[src/sv/glb_container_validator_core_defines.svh]
// Assertion macros shared by the GLB container validator RTL.
`ifndef GLB_CONTAINER_VALIDATOR_CORE_DEFINES_SVH
`define GLB_CONTAINER_VALIDATOR_CORE_DEFINES_SVH

// Same-cycle implication, checked on every rising edge outside reset.
`define GLBCV_ASSERT_IMPL(lbl, ante, cons, msg) \
    lbl: assert property (@(posedge i_clk) disable iff (!i_rst_n) (ante) |-> (cons)) \
        else $error(msg);

// Next-cycle implication, checked on every rising edge outside reset.
`define GLBCV_ASSERT_NEXT(lbl, ante, cons, msg) \
    lbl: assert property (@(posedge i_clk) disable iff (!i_rst_n) (ante) |=> (cons)) \
        else $error(msg);

`endif

[src/sv/glbcv_pkg.sv]
// Types and constants of the GLB container validator.
`default_nettype none

package glbcv_pkg;

    // Byte position counter, saturating at all ones
    localparam int unsigned CNT_W = 33;
    localparam logic [CNT_W-1:0] CNT_MAX = {CNT_W{1'b1}};

    // Positions of the last byte of each header word
    localparam logic [CNT_W-1:0] POS_MAGIC    = 33'd3;
    localparam logic [CNT_W-1:0] POS_VERSION  = 33'd7;
    localparam logic [CNT_W-1:0] POS_LENGTH   = 33'd11;
    localparam logic [CNT_W-1:0] POS_JSON_LEN = 33'd15;
    localparam logic [CNT_W-1:0] POS_JSON_TYP = 33'd19;

    localparam logic [CNT_W-1:0] HDR_BYTES   = 33'd12;
    localparam logic [CNT_W-1:0] JSON_START  = 33'd20;
    localparam logic [CNT_W-1:0] CHUNK_HEAD  = 33'd8;
    localparam logic [CNT_W-1:0] BIN_LEN_OFS = 33'd3;
    localparam logic [CNT_W-1:0] BIN_TYP_OFS = 33'd7;
    localparam logic [CNT_W-1:0] ZERO_WINDOW = 33'd4;

    // Expected header and chunk words, little-endian
    localparam logic [31:0] HDR_MAGIC     = 32'h4654_6C67;
    localparam logic [31:0] GLB_VERSION   = 32'h0000_0002;
    localparam logic [31:0] TYPE_JSON     = 32'h4E4F_534A;
    localparam logic [31:0] TYPE_BIN      = 32'h004E_4942;
    localparam logic [7:0]  OPEN_BRACE    = 8'h7B;
    localparam logic [7:0]  ZERO_BYTE     = 8'h00;

    localparam int unsigned TDATA_IN_W  = 8;
    localparam int unsigned TDATA_OUT_W = 104;

    // Check outcome, first failing check wins
    typedef enum logic [3:0] {
        ST_OK        = 4'd0,
        ST_SHORT     = 4'd1,
        ST_MAGIC     = 4'd2,
        ST_VERSION   = 4'd3,
        ST_LENGTH    = 4'd4,
        ST_NOJSON    = 4'd5,
        ST_JSONTYPE  = 4'd6,
        ST_JSONALIGN = 4'd7,
        ST_JSONBOUND = 4'd8,
        ST_BRACE     = 4'd9,
        ST_BINTYPE   = 4'd10,
        ST_BINALIGN  = 4'd11,
        ST_BINBOUND  = 4'd12,
        ST_TRAILING  = 4'd13
    } t_status;

    // Parser state captured on the final byte of a file
    typedef struct packed {
        logic [CNT_W-1:0] total;
        logic [31:0]      decl_len;
        logic [31:0]      json_len;
        logic [31:0]      bin_len;
        t_status          first_err;
        logic             brace_bad;
        logic             zero_seen;
        logic             bintype_bad;
    } t_snap;

    // Result request, packed lowest field last so it maps straight onto tdata
    typedef struct packed {
        logic [1:0]  pad;
        logic [31:0] total_bytes;
        logic [31:0] bin_length;
        logic [31:0] json_length;
        logic        zero_pad_warning;
        logic        has_bin;
        t_status     status;
    } t_result;

endpackage

`default_nettype wire

[src/sv/glbcv_parser.sv]
// Byte parser: input register, word assembly, position checks and end-of-file snapshot.
`default_nettype none

module glbcv_parser (
    input  wire                                i_clk,
    input  wire                                i_rst_n,
    input  wire                                i_s_tvalid,
    output logic                               o_s_tready,
    input  wire  [glbcv_pkg::TDATA_IN_W-1:0]   i_s_tdata,
    input  wire                                i_s_tlast,
    output logic                               o_snap_vld,
    input  wire                                i_snap_ready,
    output glbcv_pkg::t_snap                   o_snap
);
    import glbcv_pkg::*;

    // Input register
    logic        r_in_vld;
    logic [7:0]  r_in_byte;
    logic        r_in_last;

    // File state
    logic [CNT_W-1:0] r_cnt;
    logic [31:0]      r_word;
    logic [31:0]      r_decl;
    logic [31:0]      r_jlen;
    logic [CNT_W-1:0] r_jend;
    logic [31:0]      r_blen;
    t_status          r_ferr;
    logic             r_brace_bad;
    logic             r_zero_seen;
    logic             r_bintype_bad;

    // Snapshot register
    logic  r_snap_vld;
    t_snap r_snap;

    logic             snap_free;
    logic             consume;
    logic             accept;
    logic             in_json;
    logic [CNT_W:0]   pos_ahead;
    logic [CNT_W-1:0] n_cnt;
    logic [31:0]      n_word;
    logic [31:0]      n_decl;
    logic [31:0]      n_jlen;
    logic [CNT_W-1:0] n_jend;
    logic [31:0]      n_blen;
    t_status          n_ferr;
    logic             n_brace_bad;
    logic             n_zero_seen;
    logic             n_bintype_bad;

    // Handshake: a non-final byte always drains, a final one needs the snapshot slot
    assign snap_free  = !r_snap_vld || i_snap_ready;
    assign consume    = r_in_vld && (!r_in_last || snap_free);
    assign o_s_tready = !r_in_vld || consume;
    assign accept     = i_s_tvalid && o_s_tready;

    // Per-byte checks against the current position
    assign in_json   = (r_cnt >= JSON_START);
    assign pos_ahead = {1'b0, r_cnt} + {1'b0, ZERO_WINDOW};

    always_comb begin
        n_word        = {r_in_byte, r_word[31:8]};
        n_cnt         = (r_cnt != CNT_MAX) ? r_cnt + 33'd1 : r_cnt;
        n_decl        = (r_cnt == POS_LENGTH) ? n_word : r_decl;
        n_jlen        = (r_cnt == POS_JSON_LEN) ? n_word : r_jlen;
        n_jend        = (r_cnt == POS_JSON_LEN) ? JSON_START + {1'b0, n_word} : r_jend;
        n_blen        = (in_json && r_cnt == r_jend + BIN_LEN_OFS) ? n_word : r_blen;
        n_brace_bad   = r_brace_bad || (r_cnt == JSON_START && r_in_byte != OPEN_BRACE);
        n_zero_seen   = r_zero_seen || (in_json && r_cnt < r_jend
                        && pos_ahead >= {1'b0, r_jend} && r_in_byte == ZERO_BYTE);
        n_bintype_bad = r_bintype_bad
                        || (in_json && r_cnt == r_jend + BIN_TYP_OFS && n_word != TYPE_BIN);
        // only the first of magic, version and JSON type is kept
        n_ferr = r_ferr;
        if (r_ferr == ST_OK) begin
            if (r_cnt == POS_MAGIC && n_word != HDR_MAGIC) begin
                n_ferr = ST_MAGIC;
            end else if (r_cnt == POS_VERSION && n_word != GLB_VERSION) begin
                n_ferr = ST_VERSION;
            end else if (r_cnt == POS_JSON_TYP && n_word != TYPE_JSON) begin
                n_ferr = ST_JSONTYPE;
            end
        end
    end

    // Input register
    always_ff @(posedge i_clk) begin
        if (!i_rst_n) begin
            r_in_vld <= 1'b0;
        end else if (accept) begin
            r_in_vld <= 1'b1;
        end else if (consume) begin
            r_in_vld <= 1'b0;
        end
        if (accept) begin
            r_in_byte <= i_s_tdata;
            r_in_last <= i_s_tlast;
        end
    end

    // File state: update per byte, back to the start after the final byte
    always_ff @(posedge i_clk) begin
        if (!i_rst_n || (consume && r_in_last)) begin
            r_cnt         <= '0;
            r_word        <= '0;
            r_decl        <= '0;
            r_jlen        <= '0;
            r_jend        <= JSON_START;
            r_blen        <= '0;
            r_ferr        <= ST_OK;
            r_brace_bad   <= 1'b0;
            r_zero_seen   <= 1'b0;
            r_bintype_bad <= 1'b0;
        end else if (consume) begin
            r_cnt         <= n_cnt;
            r_word        <= n_word;
            r_decl        <= n_decl;
            r_jlen        <= n_jlen;
            r_jend        <= n_jend;
            r_blen        <= n_blen;
            r_ferr        <= n_ferr;
            r_brace_bad   <= n_brace_bad;
            r_zero_seen   <= n_zero_seen;
            r_bintype_bad <= n_bintype_bad;
        end
    end

    // Snapshot of the finished file for the checker
    always_ff @(posedge i_clk) begin
        if (!i_rst_n) begin
            r_snap_vld <= 1'b0;
        end else if (consume && r_in_last) begin
            r_snap_vld <= 1'b1;
        end else if (i_snap_ready) begin
            r_snap_vld <= 1'b0;
        end
        if (consume && r_in_last) begin
            r_snap.total       <= n_cnt;
            r_snap.decl_len    <= n_decl;
            r_snap.json_len    <= n_jlen;
            r_snap.bin_len     <= n_blen;
            r_snap.first_err   <= n_ferr;
            r_snap.brace_bad   <= n_brace_bad;
            r_snap.zero_seen   <= n_zero_seen;
            r_snap.bintype_bad <= n_bintype_bad;
        end
    end

    assign o_snap_vld = r_snap_vld;
    assign o_snap     = r_snap;

endmodule

`default_nettype wire

[src/sv/glbcv_check.sv]
// File-level checks on the snapshot and the result register.
`default_nettype none

module glbcv_check (
    input  wire                 i_clk,
    input  wire                 i_rst_n,
    input  wire                 i_snap_vld,
    output logic                o_snap_ready,
    input  glbcv_pkg::t_snap    i_snap,
    output logic                o_res_vld,
    input  wire                 i_res_ready,
    output glbcv_pkg::t_result  o_res
);
    import glbcv_pkg::*;

    logic    r_out_vld;
    t_result r_out;

    logic             load;
    logic [CNT_W-1:0] json_end;
    logic [CNT_W:0]   total_w;
    logic [CNT_W:0]   bin_head_end;
    logic [CNT_W:0]   bin_end;
    t_status          st;
    logic             bin_present;
    logic             has_bin;
    t_result          n_res;

    assign o_snap_ready = !r_out_vld || i_res_ready;
    assign load         = i_snap_vld && o_snap_ready;

    // Chunk ends, wide enough never to wrap
    assign json_end     = JSON_START + {1'b0, i_snap.json_len};
    assign total_w      = {1'b0, i_snap.total};
    assign bin_head_end = {1'b0, json_end} + {1'b0, CHUNK_HEAD};
    assign bin_end      = bin_head_end + {2'b00, i_snap.bin_len};

    // Ordered checks, first failure wins
    always_comb begin
        st          = ST_OK;
        bin_present = 1'b0;
        has_bin     = 1'b0;
        if (i_snap.total < HDR_BYTES) begin
            st = ST_SHORT;
        end else if (i_snap.first_err == ST_MAGIC || i_snap.first_err == ST_VERSION) begin
            st = i_snap.first_err;
        end else if ({1'b0, i_snap.decl_len} != i_snap.total) begin
            st = ST_LENGTH;
        end else if (i_snap.total < JSON_START) begin
            st = ST_NOJSON;
        end else if (i_snap.first_err == ST_JSONTYPE) begin
            st = ST_JSONTYPE;
        end else if (i_snap.json_len[1:0] != 2'b00) begin
            st = ST_JSONALIGN;
        end else if (json_end > i_snap.total) begin
            st = ST_JSONBOUND;
        end else if (i_snap.json_len == 32'd0 || i_snap.brace_bad) begin
            st = ST_BRACE;
        end else begin
            // optional BIN chunk when a full chunk header fits
            if (bin_head_end <= total_w) begin
                bin_present = 1'b1;
                if (i_snap.bintype_bad) begin
                    st = ST_BINTYPE;
                end else if (i_snap.bin_len[1:0] != 2'b00) begin
                    st = ST_BINALIGN;
                end else if (bin_end > total_w) begin
                    st = ST_BINBOUND;
                end else begin
                    has_bin = 1'b1;
                end
            end
            if (st == ST_OK && (has_bin ? (bin_end != total_w) : (json_end != i_snap.total)))
            begin
                st = ST_TRAILING;
            end
        end
    end

    // Result fields
    always_comb begin
        n_res.pad              = '0;
        n_res.status           = st;
        n_res.has_bin          = has_bin;
        n_res.zero_pad_warning = (st == ST_OK || st >= ST_BINTYPE) && i_snap.zero_seen;
        n_res.json_length      = (st == ST_OK || st >= ST_JSONTYPE) ? i_snap.json_len : '0;
        n_res.bin_length       = bin_present ? i_snap.bin_len : '0;
        n_res.total_bytes      = i_snap.total[CNT_W-1] ? 32'hFFFF_FFFF
                                                       : i_snap.total[31:0];
    end

    // Result register
    always_ff @(posedge i_clk) begin
        if (!i_rst_n) begin
            r_out_vld <= 1'b0;
        end else if (load) begin
            r_out_vld <= 1'b1;
        end else if (i_res_ready) begin
            r_out_vld <= 1'b0;
        end
        if (load) begin
            r_out <= n_res;
        end
    end

    assign o_res_vld = r_out_vld;
    assign o_res     = r_out;

endmodule

`default_nettype wire

[src/sv/glb_container_validator_core.sv]
// Top level: GLB container validator, one file byte per request in, one result per file out.
// Throughput: one byte accepted every cycle, but a final byte waits while the snapshot slot is full;
// results leave through a registered output.
// Path of the final byte: input register, end-of-file snapshot, result register.
// Reset: synchronous active-low i_rst_n clears all valids and the parse state.
`default_nettype none
`include "glb_container_validator_core_defines.svh"

module glb_container_validator_core (
    input  wire                                 i_clk,
    input  wire                                 i_rst_n,
    // slave side
    input  wire                                 i_s_tvalid,
    output logic                                o_s_tready,
    input  wire  [glbcv_pkg::TDATA_IN_W-1:0]    i_s_tdata,  // [7:0] data_byte
    input  wire                                 i_s_tlast,  // last_byte
    // master side
    output logic                                o_m_tvalid,
    input  wire                                 i_m_tready,
    output logic [glbcv_pkg::TDATA_OUT_W-1:0]   o_m_tdata   // [3:0] status, [4] has_bin,
                                                            // [5] zero_pad_warning,
                                                            // [37:6] json_length,
                                                            // [69:38] bin_length,
                                                            // [101:70] total_bytes, pad
);
    import glbcv_pkg::*;

    logic    w_snap_vld;
    logic    w_snap_ready;
    t_snap   w_snap;
    t_result w_res;

    glbcv_parser u_parser (
        .i_clk        (i_clk),
        .i_rst_n      (i_rst_n),
        .i_s_tvalid   (i_s_tvalid),
        .o_s_tready   (o_s_tready),
        .i_s_tdata    (i_s_tdata),
        .i_s_tlast    (i_s_tlast),
        .o_snap_vld   (w_snap_vld),
        .i_snap_ready (w_snap_ready),
        .o_snap       (w_snap)
    );

    glbcv_check u_check (
        .i_clk        (i_clk),
        .i_rst_n      (i_rst_n),
        .i_snap_vld   (w_snap_vld),
        .o_snap_ready (w_snap_ready),
        .i_snap       (w_snap),
        .o_res_vld    (o_m_tvalid),
        .i_res_ready  (i_m_tready),
        .o_res        (w_res)
    );

    assign o_m_tdata = w_res;

    // A present BIN chunk means every check passed short of the trailing-byte check
    `GLBCV_ASSERT_IMPL(a_bin_clean, o_m_tvalid && w_res.has_bin,
        w_res.status == ST_OK || w_res.status == ST_TRAILING,
        "has_bin set on a file that failed before the trailing check")

    // Header-level failures never carry a JSON length
    `GLBCV_ASSERT_IMPL(a_json_len_gated,
        o_m_tvalid && w_res.status != ST_OK && w_res.status < ST_JSONTYPE,
        w_res.json_length == 32'd0, "json_length reported before the JSON header")

    // A snapshot waiting on a full output must not be dropped
    `GLBCV_ASSERT_NEXT(a_snap_held, w_snap_vld && !w_snap_ready, w_snap_vld,
        "end-of-file snapshot lost while the output stalled")

    // Status never leaves the defined code range
    `GLBCV_ASSERT_IMPL(a_status_range, o_m_tvalid, w_res.status <= ST_TRAILING,
        "status code out of range")

endmodule

`default_nettype wire

[config.mk]
export PLATFORM = sky130hd
export DESIGN_NAME = glb_container_validator_core
export DESIGN_NICKNAME = d
export VERILOG_FILES = /design/src/sv/glbcv_pkg.sv /design/src/sv/glbcv_parser.sv /design/src/sv/glbcv_check.sv /design/src/sv/glb_container_validator_core.sv
export VERILOG_INCLUDE_DIRS = /design/src /design/src/sv
export SDC_FILE = /design/constraint.sdc
export NUM_CORES = 1
export LEC_CHECK = 0
export BUFFER_PORTS_ARGS = -buffer_cell sky130_fd_sc_hd__buf_2
export CAP_MARGIN = 20
export CORE_ASPECT_RATIO = 1.1
export CORE_MARGIN = 2
export CORE_UTILIZATION = 50
export DETAILED_ROUTE_END_ITERATION = 10
export GPL_TIMING_DRIVEN = 1
export PLACE_DENSITY_LB_ADDON = 0.1
export RECOVER_POWER = 25
export SYNTH_ARGS = -nofsm -noshare
export SYNTH_HDL_FRONTEND = slang
export SYNTH_SLANG_ARGS = --single-unit
[constraint.sdc]
create_clock -name i_clk -period 16.9 [get_ports i_clk]
set_input_delay 5.07 -clock i_clk [delete_from_list [all_inputs] [get_ports i_clk]]
set_output_delay 5.07 -clock i_clk [all_outputs]
set_load 0.05 [all_outputs]
==> results.sh, run 1 <==
export IMPL_p_leak_nw=11.6
export IMPL_critPathKind="primary input to primary output"
export IMPL_grt_setup_unrepaired="no"
export IMPL_crit_reg2reg_launch="u_parser.o_snap[41]"
export IMPL_grt_pass1_wl_mm=132
export IMPL_power_w=0.00237
export IMPL_place_inst=3676
export IMPL_drive_gt1_frac=0.102
export IMPL_grt_pass1_vias=21955
export IMPL_drt_met1_wl_mm=36.0
export IMPL_wl_met2_mm=42.7
export IMPL_dr_pass1_iters=8
export IMPL_postCtsSetupRepairBufs=0
export IMPL_area_growth_syn_to_layout_pct=9.01
export IMPL_r2r_end="u_check.o_res[5]"
export IMPL_fin_cells=3762
export IMPL_n_antenna_cell=0
export IMPL_finalWirelength_mm=87.3
export IMPL_dp_slack_ns=5.84
export IMPL_insertion_delay_ns=0.59
export IMPL_critPathCaptureType="primary output"
export IMPL_outcome="finished with violations"
export IMPL_async_reset_ff_frac=0
export IMPL_ys_seq_area_frac=0.414
export IMPL_grt_antenna_before_repair=0
export IMPL_drv_slew=184
export IMPL_hold_ws_ns=0.449
export IMPL_violations="max-capacitance violations, max-slew violations"
export IMPL_critPathRequiredTime_ns=11.83
export IMPL_gr_total_overflow=0
export IMPL_pin_count=119
export IMPL_critPathLaunchType="primary input"
export IMPL_crit_start="i_m_tready"
export IMPL_path_clk_slew_ns=0.06
export IMPL_hold_viol=0
export IMPL_root_buffer="clkbuf_16"
export IMPL_die_h_um=250
export IMPL_initial_core_util=0.508
export IMPL_place_gp_congestion=0.966
export IMPL_critPathCapture="o_s_tready"
export IMPL_synthFlopType="edfxtp_1"
export IMPL_reg2reg_depth=30
export IMPL_routedWlPerCell_um=23.2
export IMPL_powerDensity_mw_per_mm2=79.3
export IMPL_min_path_type="register to register"
export IMPL_ctsResizeCount=0
export IMPL_synth_edf_count=247
export IMPL_drt_iter0_drc=1739
export IMPL_fp_coreArea_sq_mm=0.0539
export IMPL_vias_per_cell=5.91
export IMPL_ys_seq_elements=443
export IMPL_synth_area_sq_mm=0.0274
export IMPL_cts_buffers=46
export IMPL_vias=22245
export IMPL_final_setup_viol_count=0
export IMPL_die_w_um=227
export IMPL_grt_max_degree=87
export IMPL_final_nets=3217
export IMPL_dieArea_sq_mm=0.0567
export IMPL_crit_arrival_ns=5.99
export IMPL_yosysWarnings=0
export IMPL_numClockSinks=443
export IMPL_cts_path_max_buffers=3
export IMPL_syn_avg_cell_area_sq_um=9.21
export IMPL_holdBufCountCts=0
export IMPL_tritoncts="built"
export IMPL_fin_crit_sh=0.654
export IMPL_grt_usage=0.307
export IMPL_fmax_mhz=90.4
export IMPL_path_max_fanout=5
export IMPL_ant_nets=0
export IMPL_worst_pin_slew_ns=2.37
export IMPL_cap_violations=6
export IMPL_peakVddDrop_mv=0.0527
export IMPL_slew_headroom=-0.578
export IMPL_synthCells=2976
export IMPL_dp_hpwl_mm=65.9
export IMPL_finClkSkew_ns=0.0217
export IMPL_min_period_ns=11.06
export IMPL_drc=0
export IMPL_placementRows=89
export IMPL_fin_tns_setup_ns=0
export IMPL_met3_length_mm=3.91
export IMPL_cts_max_level=2
export IMPL_r2r_slack_ns=8.54
export IMPL_port_buffers=116
export IMPL_setup_ws_ns=5.84
export IMPL_highest_layer="met4"
export IMPL_netlist_cell_type_count=86
## registers in the layout, indices dropped and copies added (netlist names), 4 cells and up
| signal | flops |
|---|---|
| u_parser.r_ferr | 4 |
| u_parser.o_snap | 136 |
| u_parser.r_cnt | 33 |
| u_parser.r_decl | 32 |
| u_parser.r_jlen | 32 |
| u_check.o_res | 102 |
| u_parser.r_in_byte | 8 |
| u_parser.r_jend | 33 |
| u_parser.r_word | 24 |
| u_parser.r_blen | 32 |
## through the flow
stage | util | area (sq um)
floorplan | - | 27400
global route | 0.554 | 29900
CTS | 0.555 | 29900
detailed placement | 0.527 | 28400
global placement | 0.527 | 28400
finish | 0.554 | 29900
## cell type report
cell class | instances | area [sq um]
Clock buffer | 65 | 1350
Clock inverter | 21 | 181
Fill cell | 4933 | 24000
Inverter | 113 | 429
Multi-Input combinational cell | 2248 | 14900
Sequential cell | 443 | 11300
Tap cell | 728 | 911
Timing Repair Buffer | 144 | 772
## worst max-delay path, stage by stage
cell and delay [ns]:
buf_2 0.09, nor2b_1 0.36, nand4_1 0.21, buf_2 0.26
## layout by cell type (no fill, tap or decap), types with 52 or more instances in the layout
master,synthesis,layout
nor3_1,62,61
ha_1,207,207
o21ai_0,89,89
and2_1,75,52
nand3_1,81,81
nand2_1,457,455
nor2_1,179,178
nor4_1,57,58
a21oi_1,217,217
mux2_2,84,69
buf_2,27,116
dfxtp_1,196,196
edfxtp_1,247,247
xor2_1,108,108
inv_1,113,112
xnor2_1,171,171
nand4_1,66,67
## cell usage after synthesis, types with 4 or more instances
cell type | number | area [sq um]
nand2_1 | 457 | 1720
edfxtp_1 | 247 | 7420
a21oi_1 | 217 | 1090
ha_1 | 207 | 2590
dfxtp_1 | 196 | 3920
nor2_1 | 179 | 672
xnor2_1 | 171 | 1500
clkbuf_1 | 127 | 477
inv_1 | 113 | 424
xor2_1 | 108 | 946
o21ai_0 | 89 | 445
mux2_2 | 84 | 946
nand3_1 | 81 | 405
and2_1 | 75 | 469
nand4_1 | 66 | 413
nor3_1 | 62 | 310
nor4_1 | 57 | 357
a211oi_1 | 48 | 360
a21o_1 | 47 | 353
and3_1 | 32 | 200
buf_2 | 27 | 135
or3_1 | 26 | 163
a31oi_1 | 21 | 131
nor2b_1 | 19 | 119
nand2b_1 | 18 | 113
o21a_1 | 13 | 97.6
or2_2 | 13 | 81.3
o21bai_1 | 12 | 90.1
and4_1 | 9 | 78.8
a2111oi_0 | 8 | 70.1
buf_4 | 8 | 60.1
nor3b_1 | 8 | 60.1
o211a_1 | 8 | 80.1
or4_1 | 8 | 60.1
nor4b_1 | 6 | 52.6
a21boi_0 | 5 | 37.5
a221o_1 | 5 | 50.1
buf_1 | 5 | 18.8
o2111ai_1 | 5 | 43.8
o211ai_1 | 5 | 37.5
o31ai_1 | 5 | 37.5
a31o_2 | 4 | 35.0
o22a_1 | 4 | 35.0
o41ai_1 | 4 | 35.0
## report_power, final
| group | internal [W] | switching [W] | leakage, nW |
|---|---|---|---|
| sequential | 0.00115 | 0.0000229 | 4.02 |
| clock | 0.000602 | 0.000433 | 0.751 |
| combinational | 0.0000544 | 0.000111 | 6.82 |
## how the worst min path moves through the flow
stage	startpoint	end	slack [ns]	cells past startpoint
2_1_floorplan	u_parser.r_blen[1]	u_parser.r_blen[1]	0.43	2
4_1_cts	u_parser.r_blen[20]	u_parser.r_blen[20]	0.45	2
6_report	u_parser.r_blen[20]	u_parser.r_blen[20]	0.45	2
3_5_place_dp	u_parser.r_blen[20]	u_parser.r_blen[20]	0.44	2
5_1_grt	u_parser.r_jlen[11]	u_parser.r_jlen[11]	0.47	2
3_3_place_gp	u_parser.r_blen[10]	u_parser.r_blen[10]	0.43	2
## per-layer routing
metal | track usage | vias up
li1 | - | 10614
met1 | 0.385 | 10728
met2 | 0.523 | 708
met3 | 0.0318 | 195
met4 | 0.151 | 0
met5 | 0 | -
## logic make-up (layout without fill, tap and decap cells)
kind of cell    after synthesis  after routing  share of synthesized area
compound gates              534            534                      0.121
xor+xnor                    279            279                     0.0892
fa+ha+maj                   208            208                     0.0953
buf+inv                     286            343                     0.0425
flops                       443            443                      0.414
mux                          86             86                     0.0353
other cells                   1              2                   0.000137
simple gates               1139           1139                      0.202
No activity file was read; power rests on OpenSTA's default activity.
==> run 2, diff against run 1 <==
==> constraint.sdc (replaced) <==
create_clock -name i_clk -period 11.22 [get_ports i_clk]
set_input_delay 3.366 -clock i_clk [delete_from_list [all_inputs] [get_ports i_clk]]
set_output_delay 3.366 -clock i_clk [all_outputs]
set_load 0.05 [all_outputs]
==> run 2 against run 1 <==
  * The flow still finishes with violations (max-capacitance violations, max-slew violations)
  * Highest routed layer unchanged
  * Sequential power is 50% higher
  * Final area is 0.14% lower
  * Total power is 50% higher
  * Combinational power is 48% higher
  * Clock skew is 0.0063 ns lower
  * Count of clock-buffer cells in the layout is 2 higher
  * Register-to-register slack worse by 5.5 ns
  * Utilization is 0.079 points lower
  * Setup slack worse by 2.8 ns
  * Flip-flop and latch count stayed put
  * Cell count hardly changed
  * Via count is 0.81% higher
==> results.sh, run 2 (synthesis gave the netlist of run 1 again) <==
export IMPL_slew_headroom=-0.655
export IMPL_initial_core_util=0.508
export IMPL_crit_arrival_ns=8.61
export IMPL_power_w=0.00355
export IMPL_vias_per_cell=5.96
export IMPL_critPathLaunchType="register"
export IMPL_place_gp_congestion=0.976
export IMPL_layout_common_cells="455 x nand2_1, 247 x edfxtp_1, 217 x a21oi_1"
export IMPL_numClockSinks=443
export IMPL_min_to="u_parser.r_blen[1]"
export IMPL_path_max_fanout=9
export IMPL_reg2reg_depth=28
export IMPL_dp_hpwl_mm=66.8
export IMPL_hold_viol=0
export IMPL_r2r_end="u_check.o_res[5]"
export IMPL_drc=0
export IMPL_slowest_delay_ns=0.68
export IMPL_pin_count=119
export IMPL_grt_antenna_before_repair=0
export IMPL_cts_max_level=2
export IMPL_violations="max-capacitance violations, max-slew violations"
export IMPL_insertion_delay_ns=0.59
export IMPL_critPathRequiredTime_ns=11.65
export IMPL_holdBufCountCts=0
export IMPL_fmax_mhz=122
export IMPL_final_nets=3216
export IMPL_peakVddDrop_mv=0.0911
export IMPL_worst_pin_slew_ns=2.48
export IMPL_min_path_type="register to register"
export IMPL_powerDensity_mw_per_mm2=119
export IMPL_grt_setup_unrepaired="no"
export IMPL_routedWlPerCell_um=23.5
export IMPL_finClkSkew_ns=0.0154
export IMPL_r2r_slack_ns=3.04
export IMPL_vias=22426
export IMPL_port_buffers=116
export IMPL_layout_cells_most_common="nand2_1"
export IMPL_fin_util=0.553
export IMPL_fin_tns_setup_ns=0
export IMPL_critPathKind="register to register"
export IMPL_hp_start="u_parser.r_blen[1]"
export IMPL_outcome="finished with violations"
export IMPL_gr_total_overflow=0
export IMPL_path_buf_inv=0
export IMPL_finalWirelength_mm=88.5
export IMPL_final_setup_viol_count=0
export IMPL_critPathCaptureType="register"
export IMPL_largest_reg_flops=136
export IMPL_cts_path_max_buffers=3
export IMPL_grt_usage=0.309
export IMPL_fp_coreArea_sq_mm=0.0539
export IMPL_grt_pass1_vias=21821
export IMPL_dr_pass1_iters=6
export IMPL_n_antenna_cell=0
export IMPL_root_buffer="clkbuf_16"
export IMPL_holdPathStages=2
export IMPL_fin_crit_sh=0.729
export IMPL_cp_slowest_cell="or4b_1"
export IMPL_cap_violations=6
export IMPL_grt_max_degree=89
export IMPL_tritoncts="built"
export IMPL_crit_reg2reg_launch="u_parser.o_snap[41]"
export IMPL_ant_nets=0
export IMPL_area_growth_syn_to_layout_pct=8.85
export IMPL_p_leak_nw=11.5
export IMPL_n_fill_cell=4894
export IMPL_drv_slew=182
export IMPL_min_period_ns=8.18
export IMPL_die_h_um=250
export IMPL_drive_gt1_frac=0.101
export IMPL_die_w_um=227
export IMPL_ctsResizeCount=0
export IMPL_hold_ws_ns=0.448
export IMPL_critical_path_top_delay_family="simple AND/OR/NAND/NOR gates"
export IMPL_dieArea_sq_mm=0.0567
export IMPL_cts_buffers=46
export IMPL_postCtsSetupRepairBufs=0
export IMPL_grt_pass1_wl_mm=133
export IMPL_path_clk_slew_ns=0.06
export IMPL_placementRows=89
export IMPL_drt_iter0_drc=2147
## run 2: changes by cell type in the layout (fill, tap and decap cells not counted), sizes merged
cell and change:
clkinvlp +2, clkbuf +2, inv +1, clkinv -6, buf -1
## run 2: worst max path at each step
stage                            end  depth (start not counted)                 from  slack [ns]
CTS                 u_check.o_res[5]                         28  u_parser.o_snap[41]        3.15
global route        u_check.o_res[5]                         30  u_parser.o_snap[41]        2.52
global placement    u_check.o_res[5]                         28  u_parser.o_snap[41]        3.40
finish              u_check.o_res[5]                         28  u_parser.o_snap[41]        3.04
floorplan           u_check.o_res[0]                          2           i_m_tready        2.68
detailed placement  u_check.o_res[5]                         28  u_parser.o_snap[41]        3.19
## run 2: metal layers
metal,track usage,vias up,share of wire
met1,0.388,10855,0.41
met2,0.525,765,0.48
met3,0.0325,206,0.047
met5,0,-,0
li1,-,10600,-
met4,0.156,0,0.057
## run 2: per-stage QoR
stage | instance area, sq um | worst slack, ns | std cells
2_1_floorplan | 27400 | 2.68 | 2977
3_3_place_gp | 28400 | 3.40 | 3675
3_5_place_dp | 28400 | 3.19 | 3675
4_1_cts | 29900 | 3.15 | 3760
5_1_grt | 29800 | 2.52 | 3760
6_report | 29800 | 3.04 | 3760
## run 2: power breakdown
part	switching, W	internal, W	total, W
logic	0.000164	0.0000804	0.000244
clock network	0.000653	0.000891	0.00154
registers	0.0000365	0.00173	0.00176
## run 2: tightest hold or removal path, cell delays in order (launching register included)
cell and delay (ns):
dfxtp_1 0.30, nand2_1 0.05, a21oi_1 0.05
## run 2: area by class of cell
type / count / area [sq um] / area share
sequential: 443 / 11300 / 0.380
tap: 728 / 911 / 0.0305
multi-input combinational: 2248 / 14900 / 0.499
clock buffer: 67 / 1320 / 0.0444
timing repair buffer: 143 / 763 / 0.0256
clock inverter: 18 / 180 / 0.00604
inverter: 113 / 429 / 0.0144
==> run 3, diff against run 2 <==
==> constraint.sdc (replaced) <==
create_clock -name i_clk -period 7.2 [get_ports i_clk]
set_input_delay 2.16 -clock i_clk [delete_from_list [all_inputs] [get_ports i_clk]]
set_output_delay 2.16 -clock i_clk [all_outputs]
set_load 0.05 [all_outputs]
==> run 3 against run 2 <==
  * The run still ends with max-capacitance violations, max-slew violations left
  * First-iteration DRC count fell by 7.5%
  * Total power up 57%
  * Clock skew is 0.010 ns higher
  * Largest power group unchanged
==> results.sh, run 3 (synthesis gave the netlist of run 1 again) <==
export IMPL_place_area_sq_mm=0.0292
export IMPL_min_period_ns=7.13
export IMPL_setup_ws_ns=0.0680
export IMPL_path_clk_slew_ns=0.06
export IMPL_root_buffer="clkbuf_16"
export IMPL_port_buffers=116
export IMPL_grt_pass1_vias=22416
export IMPL_finalWirelength_mm=90.7
export IMPL_cap_violations=3
export IMPL_critPathCaptureType="register"
export IMPL_dp_hpwl_mm=68.6
export IMPL_critPathKind="register to register"
export IMPL_grt_usage=0.315
export IMPL_grt_pass1_wl_mm=135
export IMPL_hp_start="u_parser.r_blen[30]"
export IMPL_holdBufCountCts=0
export IMPL_drv_slew=102
export IMPL_finClkSkew_ns=0.0257
export IMPL_pin_count=119
export IMPL_tritoncts="built"
export IMPL_crit_arrival_ns=7.57
export IMPL_cts_buffers=46
export IMPL_dieArea_sq_mm=0.0567
export IMPL_largest_reg_flops=136
export IMPL_initial_core_util=0.508
export IMPL_fin_crit_sh=0.991
export IMPL_hold_viol=0
export IMPL_crit_reg2reg_launch="u_parser.o_snap[41]"
export IMPL_final_setup_viol_count=0
export IMPL_gr_total_overflow=0
export IMPL_layout_common_cells="453 x nand2_1, 247 x edfxtp_1, 214 x a21oi_1"
export IMPL_numClockSinks=443
export IMPL_worst_pin_slew_ns=2.38
export IMPL_outcome="finished with violations"
export IMPL_crit_start="u_parser.o_snap[41]"
export IMPL_routedWlPerCell_um=23.4
export IMPL_critPathLaunchType="register"
export IMPL_die_w_um=227
export IMPL_drt_iter0_drc=1985
export IMPL_drc=0
export IMPL_grt_antenna_before_repair=1
export IMPL_fmax_mhz=140
export IMPL_final_nets=3324
export IMPL_area_growth_syn_to_layout_pct=13.0
export IMPL_insertion_delay_ns=0.59
export IMPL_dr_pass1_iters=5
export IMPL_vias_per_cell=5.92
export IMPL_critPathRequiredTime_ns=7.63
export IMPL_grt_setup_unrepaired="yes"
export IMPL_n_antenna_cell=0
export IMPL_violations="max-capacitance violations, max-slew violations"
export IMPL_p_leak_nw=12.2
export IMPL_placementRows=89
export IMPL_slowest_delay_ns=0.60
export IMPL_final_cell_area_sq_mm=0.0310
export IMPL_place_gp_congestion=0.968
export IMPL_ant_nets=0
export IMPL_path_max_fanout=8
export IMPL_cts_max_level=2
export IMPL_dp_slack_ns=-0.137
export IMPL_cts_path_max_buffers=3
export IMPL_slew_headroom=-0.589
export IMPL_powerDensity_mw_per_mm2=180
export IMPL_grt_max_degree=110
export IMPL_fp_coreArea_sq_mm=0.0539
export IMPL_layout_cells_most_common="nand2_1"
export IMPL_die_h_um=250
export IMPL_min_path_type="register to register"
export IMPL_drive_gt1_frac=0.150
export IMPL_crit_path_frequent_cell="buf_4"
export IMPL_peakVddDrop_mv=0.154
export IMPL_vias=22906
export IMPL_cp_slowest_cell="or4_4"
run 3: cell types whose count changed in the layout (fill, tap and decap cells not counted), sizes merged:
cell          change
buf             +110
clkinv            -2
bufinv            -1
clkbuf            +1
clkinvlp          -1
dlymetal6s2s      +1
run 3: path summary, 6_finish.rpt:
| check | cells past startpoint | end | slack, ns |
|---|---|---|---|
| max | 28 | u_check.o_res[5] | 0.07 |
| min | 2 | u_parser.r_blen[30] | 0.45 |
| max reg2reg | 28 | u_check.o_res[5] | 0.07 |
| min reg2reg | 2 | u_parser.r_blen[30] | 0.45 |
run 3: routing by layer:
metal  track usage  vias up  wire, um
met1         0.393    10986     37000
met2         0.527      869     43300
met5             0        -         0
met4         0.178        0      5740
li1              -    10823         -
met3        0.0363      228      4670
run 3: power breakdown:
| group | internal (W) | switching (W) |
|---|---|---|
| clock | 0.00138 | 0.00101 |
| sequential | 0.00269 | 0.0000507 |
| combinational | 0.000157 | 0.000276 |
run 3: what timing repair did:
action	4_1_cts	5_1_grt
cloned	0	0
resized for setup	12	29
setup endpoints to repair	1	4
buffers inserted	0	9
pin swaps	0	14
run 3: critical path, delay by kind of cell, from the launching register on:
kind	cells	cell delay [ns]
AO/OA/AOI/OAI	11	2.07
XOR/XNOR	3	0.50
adder cells (fa/ha/maj)	3	0.89
buffers and inverters	3	0.41
flip-flops	1	0.44
AND/OR/NAND/NOR	8	2.66
run 3: metrics by stage:
stage	util	setup TNS, ns	power (W)	cells	hold slack, ns
2_1_floorplan	-	0	0.00305	2977	0.428
3_3_place_gp	0.541	0	0.00320	3774	0.434
3_5_place_dp	0.541	-0.137	0.00321	3774	0.444
4_1_cts	0.570	0	0.00559	3859	0.451
5_1_grt	0.575	-0.294	0.00573	3868	0.461
6_report	0.575	0	0.00557	3868	0.450
run 3: area by class of cell:
type,count,area (sq um)
Clock buffer,71,1370
Clock inverter,14,135
Fill cell,4861,22900
Inverter,113,429
Multi-Input combinational cell,2248,15200
Sequential cell,443,11300
Tap cell,728,911
Timing Repair Buffer,251,1610
